===== config.mk =====
export PLATFORM = sky130hd
export DESIGN_NAME = fifo_with_alternate_spread
export DESIGN_NICKNAME = d
export VERILOG_FILES = /design/src/fas_pkg.sv /design/src/fas_ram.sv /design/src/fas_ctrl.sv /design/src/fas_dp.sv /design/src/fifo_with_alternate_spread.sv
export SDC_FILE = /design/constraint.sdc
export NUM_CORES = 1
export LEC_CHECK = 0
export ABC_AREA = 0
export BUFFER_PORTS_ARGS = -buffer_cell sky130_fd_sc_hd__buf_2
export CAP_MARGIN = 20
export CORE_AREA = 8 8 243 245
export DETAILED_ROUTE_END_ITERATION = 12
export DIE_AREA = 0 0 251 253
export PLACE_DENSITY = 0.71
export SYNTH_ARGS = -nofsm -noshare
export SYNTH_HDL_FRONTEND = slang
export SYNTH_SLANG_ARGS = --single-unit
export TNS_END_PERCENT = 30

===== constraint.sdc =====
create_clock -name aclk -period 8.25 [get_ports aclk]
set_clock_uncertainty 0.05 [all_clocks]
set_input_delay 0 -clock aclk [delete_from_list [all_inputs] [get_ports aclk]]
set_output_delay 0 -clock aclk [all_outputs]
set_load 0.005 [all_outputs]

===== src/fas_pkg.sv =====
// Shared types and constants for the FIFO with alternate-entry spread.
package fas_pkg;

    localparam int DEPTH_DEFAULT = 16;
    localparam int DATA_W        = 32;
    localparam int FUNC_W        = 2;
    localparam int STATUS_W      = 2;

    localparam logic [FUNC_W-1:0] FUNC_PUSH   = 2'd0;
    localparam logic [FUNC_W-1:0] FUNC_POP    = 2'd1;
    localparam logic [FUNC_W-1:0] FUNC_SPREAD = 2'd2;

    localparam logic [STATUS_W-1:0] STATUS_OK    = 2'd0;
    localparam logic [STATUS_W-1:0] STATUS_EMPTY = 2'd1;
    localparam logic [STATUS_W-1:0] STATUS_FULL  = 2'd2;

    localparam logic [DATA_W-1:0] SIGN_BIAS = 32'h8000_0000;

    typedef enum logic [1:0] {
        ST_IDLE,
        ST_POP_WAIT,
        ST_SPR_SCAN,
        ST_SPR_DONE
    } state_t;

    typedef enum logic [1:0] {
        SEL_ZERO,
        SEL_POP,
        SEL_SPREAD
    } out_sel_t;

    typedef struct packed {
        logic                push_wr;
        logic                head_rd;
        logic                scan_start;
        logic                scan_step;
        logic                pop_commit;
        logic                out_load;
        out_sel_t            out_sel;
        logic [STATUS_W-1:0] out_status;
    } cmd_t;

    typedef struct packed {
        logic occ_zero;
        logic occ_full;
        logic scan_last;
    } stat_t;

endpackage


===== src/fas_ram.sv =====
// Generic single-write, single-read RAM with registered read data.
module fas_ram #(
    parameter int WIDTH = 32,
    parameter int DEPTH = 16
) (
    input  logic                     aclk,
    input  logic                     we,
    input  logic [$clog2(DEPTH)-1:0] waddr,
    input  logic [WIDTH-1:0]         wdata,
    input  logic                     re,
    input  logic [$clog2(DEPTH)-1:0] raddr,
    output logic [WIDTH-1:0]         rdata
);

    logic [WIDTH-1:0] mem_reg [DEPTH];
    logic [WIDTH-1:0] rdata_reg;

    always_ff @(posedge aclk) begin
        if (we) begin
            mem_reg[waddr] <= wdata;
        end
        if (re) begin
            rdata_reg <= mem_reg[raddr];
        end
    end

    assign rdata = rdata_reg;

endmodule


===== src/fas_ctrl.sv =====
// Controller state machine: handshakes, operation decode and sequencing.
module fas_ctrl
    import fas_pkg::*;
(
    input  logic              aclk,
    input  logic              aresetn,
    input  logic              s_valid,
    output logic              s_ready,
    input  logic [FUNC_W-1:0] s_func,
    output logic              m_valid,
    input  logic              m_ready,
    input  stat_t             stat,
    output cmd_t              cmd
);

    state_t state_reg, state_next;
    logic   m_valid_reg, m_valid_next;
    logic   accept;

    assign s_ready = (state_reg == ST_IDLE) && (!m_valid_reg || m_ready);
    assign accept  = s_valid && s_ready;
    assign m_valid = m_valid_reg;

    always_comb begin
        state_next = state_reg;
        case (state_reg)
            ST_IDLE: begin
                if (accept) begin
                    if (s_func == FUNC_POP && !stat.occ_zero) begin
                        state_next = ST_POP_WAIT;
                    end else if (s_func == FUNC_SPREAD && !stat.occ_zero) begin
                        state_next = ST_SPR_SCAN;
                    end
                end
            end
            ST_POP_WAIT: state_next = ST_IDLE;
            ST_SPR_SCAN: begin
                if (stat.scan_last) begin
                    state_next = ST_SPR_DONE;
                end
            end
            ST_SPR_DONE: state_next = ST_IDLE;
            default:     state_next = ST_IDLE;
        endcase
    end

    always_comb begin
        cmd            = '0;
        cmd.out_sel    = SEL_ZERO;
        cmd.out_status = STATUS_OK;
        case (state_reg)
            ST_IDLE: begin
                if (accept) begin
                    case (s_func)
                        FUNC_PUSH: begin
                            cmd.out_load = 1'b1;
                            if (stat.occ_full) begin
                                cmd.out_status = STATUS_FULL;
                            end else begin
                                cmd.push_wr = 1'b1;
                            end
                        end
                        FUNC_POP: begin
                            if (stat.occ_zero) begin
                                cmd.out_load   = 1'b1;
                                cmd.out_status = STATUS_EMPTY;
                            end else begin
                                cmd.head_rd = 1'b1;
                            end
                        end
                        FUNC_SPREAD: begin
                            if (stat.occ_zero) begin
                                cmd.out_load   = 1'b1;
                                cmd.out_status = STATUS_EMPTY;
                            end else begin
                                cmd.head_rd    = 1'b1;
                                cmd.scan_start = 1'b1;
                            end
                        end
                        default: begin
                            cmd.out_load = 1'b1;
                        end
                    endcase
                end
            end
            ST_POP_WAIT: begin
                cmd.pop_commit = 1'b1;
                cmd.out_load   = 1'b1;
                cmd.out_sel    = SEL_POP;
            end
            ST_SPR_SCAN: begin
                cmd.scan_step = 1'b1;
            end
            ST_SPR_DONE: begin
                cmd.out_load = 1'b1;
                cmd.out_sel  = SEL_SPREAD;
            end
            default: begin
                cmd = '0;
            end
        endcase
    end

    always_comb begin
        m_valid_next = m_valid_reg;
        if (cmd.out_load) begin
            m_valid_next = 1'b1;
        end else if (m_ready) begin
            m_valid_next = 1'b0;
        end
    end

    always_ff @(posedge aclk) begin
        if (!aresetn) begin
            state_reg   <= ST_IDLE;
            m_valid_reg <= 1'b0;
        end else begin
            state_reg   <= state_next;
            m_valid_reg <= m_valid_next;
        end
    end

endmodule


===== src/fas_dp.sv =====
// Datapath: storage, pointers, occupancy, spread scan and result register.
module fas_dp
    import fas_pkg::*;
#(
    parameter int DEPTH = DEPTH_DEFAULT
) (
    input  logic                       aclk,
    input  logic                       aresetn,
    input  logic signed [DATA_W-1:0]   s_push_value,
    input  cmd_t                       cmd,
    output stat_t                      stat,
    output logic        [STATUS_W-1:0] m_status,
    output logic signed [DATA_W-1:0]   m_popped_value,
    output logic        [DATA_W-1:0]   m_spread_value
);

    localparam int PW = $clog2(DEPTH);
    localparam int OW = $clog2(DEPTH + 1);
    localparam logic [PW:0] DEPTH_P = (PW + 1)'(DEPTH);

    logic [PW-1:0]     rd_ptr_reg, rd_ptr_next;
    logic [PW-1:0]     wr_ptr_reg, wr_ptr_next;
    logic [OW-1:0]     occ_reg, occ_next;
    logic [PW-1:0]     scan_idx_reg, scan_idx_next;
    logic [OW-1:0]     left_reg, left_next;
    logic [DATA_W-1:0] hi_reg, hi_next;
    logic [DATA_W-1:0] lo_reg, lo_next;
    logic [STATUS_W-1:0] status_reg;
    logic [DATA_W-1:0] popped_reg;
    logic [DATA_W-1:0] spread_reg;

    logic [PW:0]       rd_inc, wr_inc, base_add2, scan_add2;
    logic [PW-1:0]     scan_base;
    logic [OW:0]       half_sum;
    logic [DATA_W-1:0] rdata, biased;
    logic [PW-1:0]     raddr;
    logic              re;

    assign raddr = cmd.head_rd ? rd_ptr_reg : scan_idx_reg;
    assign re    = cmd.head_rd || (cmd.scan_step && !stat.scan_last);

    fas_ram #(
        .WIDTH(DATA_W),
        .DEPTH(DEPTH)
    ) u_ram (
        .aclk (aclk),
        .we   (cmd.push_wr),
        .waddr(wr_ptr_reg),
        .wdata(s_push_value),
        .re   (re),
        .raddr(raddr),
        .rdata(rdata)
    );

    assign stat.occ_zero  = (occ_reg == '0);
    assign stat.occ_full  = (occ_reg == OW'(DEPTH));
    assign stat.scan_last = (left_reg == OW'(1));

    assign biased    = rdata ^ SIGN_BIAS;
    assign scan_base = cmd.scan_start ? rd_ptr_reg : scan_idx_reg;
    assign half_sum  = {1'b0, occ_reg} + (OW + 1)'(1);

    always_comb begin
        rd_inc    = {1'b0, rd_ptr_reg} + (PW + 1)'(1);
        wr_inc    = {1'b0, wr_ptr_reg} + (PW + 1)'(1);
        base_add2 = {1'b0, scan_base} + (PW + 1)'(2);
        scan_add2 = (base_add2 >= DEPTH_P) ? (base_add2 - DEPTH_P) : base_add2;
        if (rd_inc >= DEPTH_P) begin
            rd_inc = '0;
        end
        if (wr_inc >= DEPTH_P) begin
            wr_inc = '0;
        end
    end

    always_comb begin
        rd_ptr_next   = rd_ptr_reg;
        wr_ptr_next   = wr_ptr_reg;
        occ_next      = occ_reg;
        scan_idx_next = scan_idx_reg;
        left_next     = left_reg;
        hi_next       = hi_reg;
        lo_next       = lo_reg;
        if (cmd.push_wr) begin
            wr_ptr_next = wr_inc[PW-1:0];
            occ_next    = occ_reg + OW'(1);
        end
        if (cmd.pop_commit) begin
            rd_ptr_next = rd_inc[PW-1:0];
            occ_next    = occ_reg - OW'(1);
        end
        if (cmd.scan_start) begin
            scan_idx_next = scan_add2[PW-1:0];
            left_next     = half_sum[OW:1];
            hi_next       = '0;
            lo_next       = '1;
        end
        if (cmd.scan_step) begin
            scan_idx_next = scan_add2[PW-1:0];
            left_next     = left_reg - OW'(1);
            if (biased > hi_reg) begin
                hi_next = biased;
            end
            if (biased < lo_reg) begin
                lo_next = biased;
            end
        end
    end

    always_ff @(posedge aclk) begin
        if (!aresetn) begin
            rd_ptr_reg <= '0;
            wr_ptr_reg <= '0;
            occ_reg    <= '0;
            left_reg   <= '0;
        end else begin
            rd_ptr_reg <= rd_ptr_next;
            wr_ptr_reg <= wr_ptr_next;
            occ_reg    <= occ_next;
            left_reg   <= left_next;
        end
    end

    always_ff @(posedge aclk) begin
        scan_idx_reg <= scan_idx_next;
        hi_reg       <= hi_next;
        lo_reg       <= lo_next;
        if (cmd.out_load) begin
            status_reg <= cmd.out_status;
            popped_reg <= (cmd.out_sel == SEL_POP) ? rdata : '0;
            spread_reg <= (cmd.out_sel == SEL_SPREAD) ? (hi_reg - lo_reg) : '0;
        end
    end

    assign m_status       = status_reg;
    assign m_popped_value = popped_reg;
    assign m_spread_value = spread_reg;

endmodule


===== src/fifo_with_alternate_spread.sv =====
// Top level of the FIFO that reports the spread over every second entry.
//
//  channel | direction | handshake          | payload
//  s_      | in        | s_valid / s_ready  | s_func, s_push_value
//  m_      | out       | m_valid / m_ready  | m_status, m_popped_value, m_spread_value
//
// A push, an operation on an empty queue and the unused code are answered at acceptance, with a registered result.
// A pop passes through ST_POP_WAIT because the storage read data is registered.
// A spread walks every second entry from the head, ceil(occupancy/2) entries in all,
// through the single storage read port, in the states ST_SPR_SCAN and ST_SPR_DONE.
// Reset clears the pointers, occupancy and result valid; the storage keeps no reset.
// A stalled result holds in its register, and the next word is taken once it is free.
module fifo_with_alternate_spread
    import fas_pkg::*;
#(
    parameter int DEPTH = DEPTH_DEFAULT
) (
    input  logic                       aclk,
    input  logic                       aresetn,
    input  logic                       s_valid,
    output logic                       s_ready,
    input  logic        [FUNC_W-1:0]   s_func,
    input  logic signed [DATA_W-1:0]   s_push_value,
    output logic                       m_valid,
    input  logic                       m_ready,
    output logic        [STATUS_W-1:0] m_status,
    output logic signed [DATA_W-1:0]   m_popped_value,
    output logic        [DATA_W-1:0]   m_spread_value
);

    cmd_t  cmd;
    stat_t stat;

    fas_ctrl u_ctrl (
        .aclk   (aclk),
        .aresetn(aresetn),
        .s_valid(s_valid),
        .s_ready(s_ready),
        .s_func (s_func),
        .m_valid(m_valid),
        .m_ready(m_ready),
        .stat   (stat),
        .cmd    (cmd)
    );

    fas_dp #(
        .DEPTH(DEPTH)
    ) u_dp (
        .aclk          (aclk),
        .aresetn       (aresetn),
        .s_push_value  (s_push_value),
        .cmd           (cmd),
        .stat          (stat),
        .m_status      (m_status),
        .m_popped_value(m_popped_value),
        .m_spread_value(m_spread_value)
    );

endmodule

# Word level (Yosys, flattened, before mapping)
# Memories as Yosys holds them, arrays and structs flattened. A register that Yosys moved wholly into a read port is not among the register bits.
# Cells that the tools add are included.
# totals
reg_bits	155
ram_bits	512
inputBits	38
word_cells	104
mem_count	1
# memory_table
memory	depth	width	rd	rd_ports_with_merged_regs	write_ports	line_no	source
u_dp.u_ram.mem_reg	16	32	1	1	1	fas_ram.sv:15	logic [WIDTH-1:0] mem_reg [DEPTH];
# classes
n_addsub	9
n_lt_le_gt_ge	5
n_eq_ne	12
n_mux	44
bitwise	1
n_reduce_logical	20
# op_table
operator	count
$mux 32	6
$gt 32x32->1	1
$lt 32x32->1	1
$sub 32x32->32	1
$mux 4	7
$mux 5	4
$ge 5x5->1 const B	3
$mux 1	14
$mux 2	6
$add 4x1->5 const B	2
$sub 5x1->5 const B	2
$eq 2x2->1 const B	4
$pmux 2 s2	2
$add 5x1->6 const B	1
$eq 2x1->1 const B	3
$mux 3	2
$pmux 2 s3	1
$reduce_bool 2->1	3
$add 4x2->5 const B	1
$add 5x1->5 const B	1
$eq 5x1->1 const B	1
$eq 5x5->1 const B	1
$logic_and 1x1->1	5
$logic_not 5->1	1
other kinds (11)	18

# Longest topological paths before layout
# Gate-level depths: netlist (run 1).
# depth
word_depth	12
mapped_depth	12

# Modules after synthesis
# A second synthesis (run 1) with hierarchy kept.
# unflattened
hier_cells	1810
area_unflattened_um2	29698.5
# modules_own_cells
mod	n_inst	cells_per_inst	area_per_inst_um2	seq_area_each_um2
fas_ram	1	838	20155.6	16335.7
fas_dp	1	933	9226.3	3743.6
fas_ctrl	1	39	316.6	60.1

# Worst setup path before layout (run 1)
# Ideal clock, no wire load.
# synth_path
path_kind	reg2reg
from	register u_ctrl.state_reg[0]
to	memory u_dp.u_ram.mem_reg[3][0] (enable)
arrival_time_ns	3.503
slack_ns	4.236
stages_incl_launch_ff	7
synth_period_minus_slack_ns	4.014
path_cell_list	dfxtp_1 > buf_4 > nor4b_4 > and3_1 > clkbuf_1 > nand2_1 > nor3_1
# synth_via
elab_chain_cells	7
# synth_lines
item	line_no	source
start: declaration	fas_ctrl.sv:16	state_t state_reg, state_next;
start signal: assignment	fas_ctrl.sv:118	state_reg <= state_next;
$logic_not 2->1 (*)	fas_ctrl.sv:20, fas_ctrl.sv:51	
$logic_and 1x1->1	fas_ctrl.sv:20	assign s_ready = (state_reg == ST_IDLE) && (!m_valid_reg || m_ready);
$logic_and 1x1->1	fas_ctrl.sv:21	assign accept = s_valid && s_ready;
$mux 3	fas_ctrl.sv:53	if (accept) begin
$mux 3 (*)	fas_ctrl.sv:51	case (state_reg)
$mux 1 (*)	fas_ram.sv:19	if (we) begin
$mux 1 (implied by the code) (*)	fas_ram.sv:20	mem_reg[waddr] <= wdata;
end: declaration	fas_ram.sv:15	
# Mark *: on every way between the ends. The rest lies on a longest branch, timed or not.

# Final worst setup path (run 1)
# layout_path
from	register u_dp.occ_reg[0]
to	register u_dp.u_ram.rdata_reg[23] (netlist: u_dp.u_ram.rdata[23]), read port of u_dp.u_ram.mem_reg, data pin
# layout_via
elab_chain_cells	6
word_cells_on_any_way	8
classes_between	6 x mux; 2 x reduce/logical
# layout_lines
item	line_no	source
start: declaration	fas_dp.sv:23	logic [OW-1:0] occ_reg, occ_next;
start signal: assignment	fas_dp.sv:119	occ_reg <= occ_next;
$logic_not 5->1 (*)	fas_dp.sv:55	assign stat.occ_zero = (occ_reg == '0);
$mux 2 / $mux 1 (equally long branches)	fas_ctrl.sv:72, fas_ctrl.sv:64	
$pmux 1 s2 (*)	fas_ctrl.sv:54	case (s_func)
$mux 3 (*)	fas_ctrl.sv:53	
$mux 3 (*)	fas_ctrl.sv:51	
$mux 4 / $logic_or 1x1->1 (equally long branches)	fas_dp.sv:39, fas_dp.sv:40	
end: declaration	fas_ram.sv:16	logic [WIDTH-1:0] rdata_reg;
# Marks and branches as above.
# A chain may end at the register's enable or synchronous reset.

==> results.cfg, run 1 <==
[synthesis]
synth-async-reset-ratio = 0
yosys_register_bits = 699
area_share_of_and_or_nand_nor_cells_after_synthesis = 0.0614
post_synth_inst_count = 2045
synth_cell_types = 65
mappedNetlistArea_sq_um = 29900
synth_compound_area_frac = 0.0877
netlist_top_cells_count = 614 x edfxtp_1, 266 x mux2i_1, 129 x o22ai_1, 111 x ha_1, 100 x nand2_1
synth.area.mux_share = 0.0901
synthesis.area_per_instance_sq_um = 14.6
post_synth_fa_ha_maj_area_fraction = 0.0478
synth-edff-count = 614
netlist.area_leader.share = 0.617
xor_xnor_cell_area_share_of_the_yosys_netlist = 0.00997
synthesis.nets = 2196
synth_top_family_by_area = multiplexers
yosysMostFrequentCell = edfxtp_1
synth_flop_cell = edfxtp_1
synth_area_leader_cell = edfxtp_1
yosysWarnings = 0
ys_top_cells_by_area = edfxtp_1 62%, mux2i_1 8.9%, dfxtp_1 5.7%
seq_area_frac_synth = 0.674

[place]
place_congestion = 0.875
port_buffers = 105
place_ws_ps = 3800
number_of_instances_in_the_placed_design = 2797
detailedPlacementHpwl_mm = 38.4

[clocking]
clock_latency_late_sink_ps = 610
cts_inserted_buffers = 72
cts-root-to-sink-buffers = 3
cts.clk_slew.worst_paths_ps = 60
root_buffer = clkbuf_16
number_of_sinks_handled_by_clock_tree_synthesis = 699
cts_tree = yes
cts-htree-levels = 3
ctsResizeCount = 0

[timing]
period_needed_ps = 4660
slew_at_the_pin_with_the_worst_max_slew_slack_ps = 1230
setup_total_negative_slack_ps = 0
layout_setup_ws_ps = 3590
grt_setup_unrepaired = false
slew_violations = 0
hold_violations = 0
final_min_period_over_clock_period = 0.565
timing.max_slew.rel_slack = 0.181
achievable-frequency_ghz = 0.214
setup_violations = 0

[die]
fp.dieArea_sq_um = 63500
fp.coreArea_sq_um = 55500
placement_rows = 87
ios = 106
fp.dieH_um = 253
chip_width_um = 251
initial_core_util = 0.538

[critical_path]
reg2reg_from = u_dp.occ_reg[0]
crit_path_end_kind = flip-flop
regToRegSetupSlack_ps = 3590
critPathRequiredTime_ps = 8530
r2r-end = u_dp.u_ram.rdata[23]
startpoint = u_dp.occ_reg[0]
cp_max_fo = 133
critical_path_arrival_ps = 4940
r2r_cells = 11
critical_path_class = flip-flop to flip-flop
critPathLaunchType = flip-flop

[detailed_routing]
wirelength_mm = 68.5
drt_drc_violations_left = 0
detail-route-antenna-nets = 0
routed_via_density = 5.94
route.detailed.wl_per_inst_um = 23.1
detail_route.iter0.violations = 1358
num_vias = 17600
drt_first_pass_iters = 8

[power_and_ir_drop]
clock_share_of_power = 0.349
totalPowerFinal_mw = 9.34
power.density_cell_area_nw_per_um2 = 275
switching_share = 0.274
sequentialPowerShare = 0.447
p_comb_frac = 0.203
static-leakage-power_nw = 13.0
netSwitchingPower_mw = 2.56
power.internal_mw = 6.78
worst_ir_drop_vdd_mv = 0.155

[layout]
final-instance-count-excl-fill = 2971
post-route-util = 0.612
drive_above_1_share = 0.124
flow.area_growth_from_synthesis_pct = 13.7
final_net_count = 2349
largest_reg_flops = 512

[min_path]
holdCritStartpoint = s_push_value[23]
hold-path-endpoint = u_dp.u_ram.mem_reg[4][23]
timing.hold.worst.class = primary input to flip-flop
worstHoldPathCells = 2

[global_route]
wire_length_of_the_first_global_routing_pass_mm = 102
first_global_vias = 17400
grt_util_all_layers = 0.211
grt_overflow = 0
grt_antenna_before_repair = 8
maximum_number_of_pins_on_one_net_before_global_route_repair = 134

[run]
number_of_max_cap_violations = 0

[outcome]
result_of_the_run = complete, no violations
## worst max-delay path: stages (launching register included)
cell and delay (ps):
dfxtp_1 350, inv_1 140, ha_1 190, nor4b_4 340, nor2b_4 90, nand2_4 180
mux2i_4 280, buf_12 520, buf_12 650, mux2i_1 290, o22ai_1 110, or4_1 550
## worst max path at each step
stage	endpoint	slack (ps)	depth (start not counted)
floorplan	u_dp.u_ram.mem_reg[3][0]	4240	6
global placement	u_dp.u_ram.rdata[4]	3990	11
finish	u_dp.u_ram.rdata[23]	3590	11
global route	u_dp.u_ram.rdata[23]	3470	11
detailed placement	u_dp.u_ram.rdata[1]	3800	11
CTS	u_dp.u_ram.rdata[1]	3770	11
## timing repair
action                                  CTS  global route
endpoints found under the setup margin    0             0
endpoints found under the hold margin   535             0
hold buffers                             39             0
setup buffers                             0             0
## area by class of cell
type | instances | area (sq um)
timing repair buffer | 174 | 1170
clock inverter | 44 | 444
sequential | 699 | 20100
tap | 712 | 891
clock buffer | 87 | 1940
inverter | 92 | 345
antenna | 4 | 10.0
fill | 4164 | 21500
multi-input combinational | 1159 | 9030
## power by group through the flow
stage	Combinational [mW]	Clock, mW	Sequential (mW)
final	1.90	3.26	4.18
after global routing	2.11	3.46	4.20
after CTS	1.89	3.32	4.18
after detailed placement	1.86	0	4.25
after global placement	1.82	0	4.25
after floorplan	1.41	0	4.21
## kinds of logic after synthesis
kind of cell,Yosys count
xor+xnor,34
compound gates,393
fa+ha+maj,113
mux,268
buf+inv,187
simple gates,351
flops,699
## cell usage in the layout, fill, tap and decap left out, types with 11 or more instances in the layout
| cell type | n |
|---|---|
| nand2b_1 | 11 |
| nor3_1 | 16 |
| and3_1 | 11 |
| clkbuf_16 | 76 |
| xor2_1 | 13 |
| buf_4 | 28 |
| nand3_1 | 16 |
| a21oi_1 | 64 |
| inv_1 | 91 |
| or4_1 | 33 |
| nor2_1 | 61 |
| dlygate4sd3_1 | 39 |
| buf_2 | 105 |
| nor2_4 | 12 |
| nand4_1 | 21 |
| mux2i_1 | 265 |
| clkinv_1 | 13 |
| clkinv_2 | 14 |
| a21o_1 | 33 |
| and2_1 | 41 |
| clkbuf_1 | 11 |
| dfxtp_1 | 85 |
| o31ai_1 | 32 |
| o22a_1 | 32 |
| o21ai_0 | 35 |
| o22ai_1 | 129 |
| nand2_1 | 100 |
| xnor2_1 | 21 |
| ha_1 | 111 |
| edfxtp_1 | 614 |
## through the flow
stage	cell area [sq um]	hold WS, ps
final	34000	270
after global routing	34000	277
after CTS	34000	237
after detailed placement	31200	331
after global placement	31200	313
after floorplan	29900	48.9
## per-layer routing
layer,share of wire,track usage
met1,0.41,0.263
met3,0.064,0.0372
met4,0.031,0.0815
met2,0.50,0.365
met5,0.00054,0
(Power assumes the default switching activity.)
==> inputs of run 2 (changes only) <==
--- a/config.mk
+++ b/config.mk
@@ -11,7 +11,7 @@
 export CORE_AREA = 8 8 243 245
 export DETAILED_ROUTE_END_ITERATION = 12
 export DIE_AREA = 0 0 251 253
-export PLACE_DENSITY = 0.71
+export PLACE_DENSITY = 0.74
 export SYNTH_ARGS = -nofsm -noshare
 export SYNTH_HDL_FRONTEND = slang
 export SYNTH_SLANG_ARGS = --single-unit
==> constraint.sdc (replaced) <==
create_clock -name aclk -period 4.05 [get_ports aclk]
set_clock_uncertainty 0.05 [all_clocks]
set_input_delay 0 -clock aclk [delete_from_list [all_inputs] [get_ports aclk]]
set_output_delay 0 -clock aclk [all_outputs]
set_load 0.005 [all_outputs]
==> results.cfg, run 2 (synthesis results as in run 1) <==
[outcome]
result_of_the_run = complete, no violations

[die]
initial_core_util = 0.538
fp.coreArea_sq_um = 55500
chip_width_um = 251
fp.dieArea_sq_um = 63500
ios = 106
placement_rows = 87
fp.dieH_um = 253

[critical_path]
critical_path_arrival_ps = 3870
critical_path_class = flip-flop to flip-flop
regToRegSetupSlack_ps = 470
cp_max_fo = 52
reg2reg_from = u_dp.occ_reg[0]
critPathLaunchType = flip-flop
crit_path_end_kind = flip-flop
r2r-end = u_dp.u_ram.rdata[26]
critPathRequiredTime_ps = 4340
r2r_cells = 11

[timing]
slew_at_the_pin_with_the_worst_max_slew_slack_ps = 854
slew_violations = 0
achievable-frequency_ghz = 0.280
grt_setup_unrepaired = false
holdWs_ps = 243
period_needed_ps = 3580
timing.max_slew.rel_slack = 0.431
setup_total_negative_slack_ps = 0
setup_violations = 0
hold_violations = 0
final_min_period_over_clock_period = 0.883

[clocking]
cts-htree-levels = 3
cts_tree = yes
cts_inserted_buffers = 73
cts-root-to-sink-buffers = 3
clock_latency_late_sink_ps = 610
cts.repair_timing.setup_buffer_count = 0
postCtsHoldBufs = 39
ctsResizeCount = 0
number_of_sinks_handled_by_clock_tree_synthesis = 699
root_buffer = clkbuf_16
cts.clk_slew.worst_paths_ps = 60

[layout]
layout_commonest_cell = edfxtp_1
flow.area_growth_from_synthesis_pct = 14.4
drive_above_1_share = 0.128
final_net_count = 2372
mostFrequentLayoutCells = 614 x edfxtp_1, 265 x mux2i_1, 129 x o22ai_1, 111 x ha_1, 105 x buf_2
post-route-util = 0.616
largest_reg_flops = 512
layout.cell_area.non_filler_sq_um = 34200

[detailed_routing]
drt_drc_violations_left = 0
detail_route.iter0.violations = 1504
num_vias = 18000
routed_via_density = 6.01
drt_first_pass_iters = 5
detail-route-antenna-nets = 0
wirelength_mm = 70.5
route.detailed.wl_per_inst_um = 23.6

[min_path]
worstHoldPathCells = 2
holdCritStartpoint = s_push_value[21]
timing.hold.worst.class = primary input to flip-flop
hold-path-endpoint = u_dp.u_ram.mem_reg[0][21]

[global_route]
grt_overflow = 0
maximum_number_of_pins_on_one_net_before_global_route_repair = 68
first_global_vias = 18100
grt_util_all_layers = 0.218
wire_length_of_the_first_global_routing_pass_mm = 107
grt_antenna_before_repair = 1

[power_and_ir_drop]
power.density_cell_area_nw_per_um2 = 553
sequentialPowerShare = 0.450
worst_ir_drop_vdd_mv = 0.401
switching_share = 0.278
clock_share_of_power = 0.343
p_comb_frac = 0.207
netSwitchingPower_mw = 5.26
power.internal_mw = 13.7
static-leakage-power_nw = 13.1

[place]
port_buffers = 105
detailed_place.area_sq_um = 31500
detailedPlacementHpwl_mm = 42.1
place_congestion = 0.891

[run]
number_of_max_cap_violations = 0
==> run 2: worst max-delay path, cell delays in order (launching register included) <==
cell,delay [ps]
dfxtp_1,340
inv_1,150
ha_1,200
nor4b_4,290
nor2b_4,90
nand2_4,180
mux2i_4,340
buf_12,350
buf_12,340
mux2i_1,230
o22ai_1,100
or4_1,550
==> run 2: power by group through the flow <==
stage	sequential [mW]	combinational, mW	clock, mW
floorplan	8.58	2.87	0
global placement	8.64	3.75	0
detailed placement	8.66	3.83	0
CTS	8.51	3.90	6.58
global route	8.55	4.37	6.86
finish	8.51	3.93	6.48
==> run 2: final cells by class <==
type / instances / area, sq um
Tap cell: 712 / 891
Timing Repair Buffer: 196 / 1470
Sequential cell: 699 / 20100
Inverter: 92 / 345
Clock buffer: 93 / 1920
Multi-Input combinational cell: 1159 / 9020
Clock inverter: 39 / 389
Antenna cell: 2 / 5.00
Fill cell: 4139 / 21300
==> run 2: per-layer routing <==
| metal | vias to the layer above | share of wire | track usage |
|---|---|---|---|
| li1 | 8239 | - | - |
| met1 | 8889 | 0.41 | 0.280 |
| met2 | 697 | 0.49 | 0.370 |
| met3 | 165 | 0.068 | 0.0402 |
| met4 | 0 | 0.033 | 0.0796 |
| met5 | - | 0 | 0 |
==> run 2: how the worst max path moves through the flow <==
stage / start / to / slack (ps) / depth (start not counted)
after detailed placement: u_dp.occ_reg[0] / u_dp.u_ram.rdata[26] / 550 / 11
after global routing: u_dp.occ_reg[0] / u_dp.u_ram.rdata[28] / 310 / 11
after floorplan: u_ctrl.state_reg[0] / u_dp.u_ram.mem_reg[3][0] / 40 / 6
after global placement: u_dp.occ_reg[0] / u_dp.u_ram.rdata[24] / 650 / 11
final: u_dp.occ_reg[0] / u_dp.u_ram.rdata[26] / 470 / 11
after CTS: u_dp.occ_reg[0] / u_dp.u_ram.rdata[26] / 530 / 11
==> run 2: stage by stage <==
stage	setup slack, ps	instances	total power [mW]
floorplan	36.1	2045	11.4
global placement	650	2819	12.4
detailed placement	551	2819	12.5
CTS	528	2990	19.0
global route	311	2990	19.8
finish	473	2992	18.9
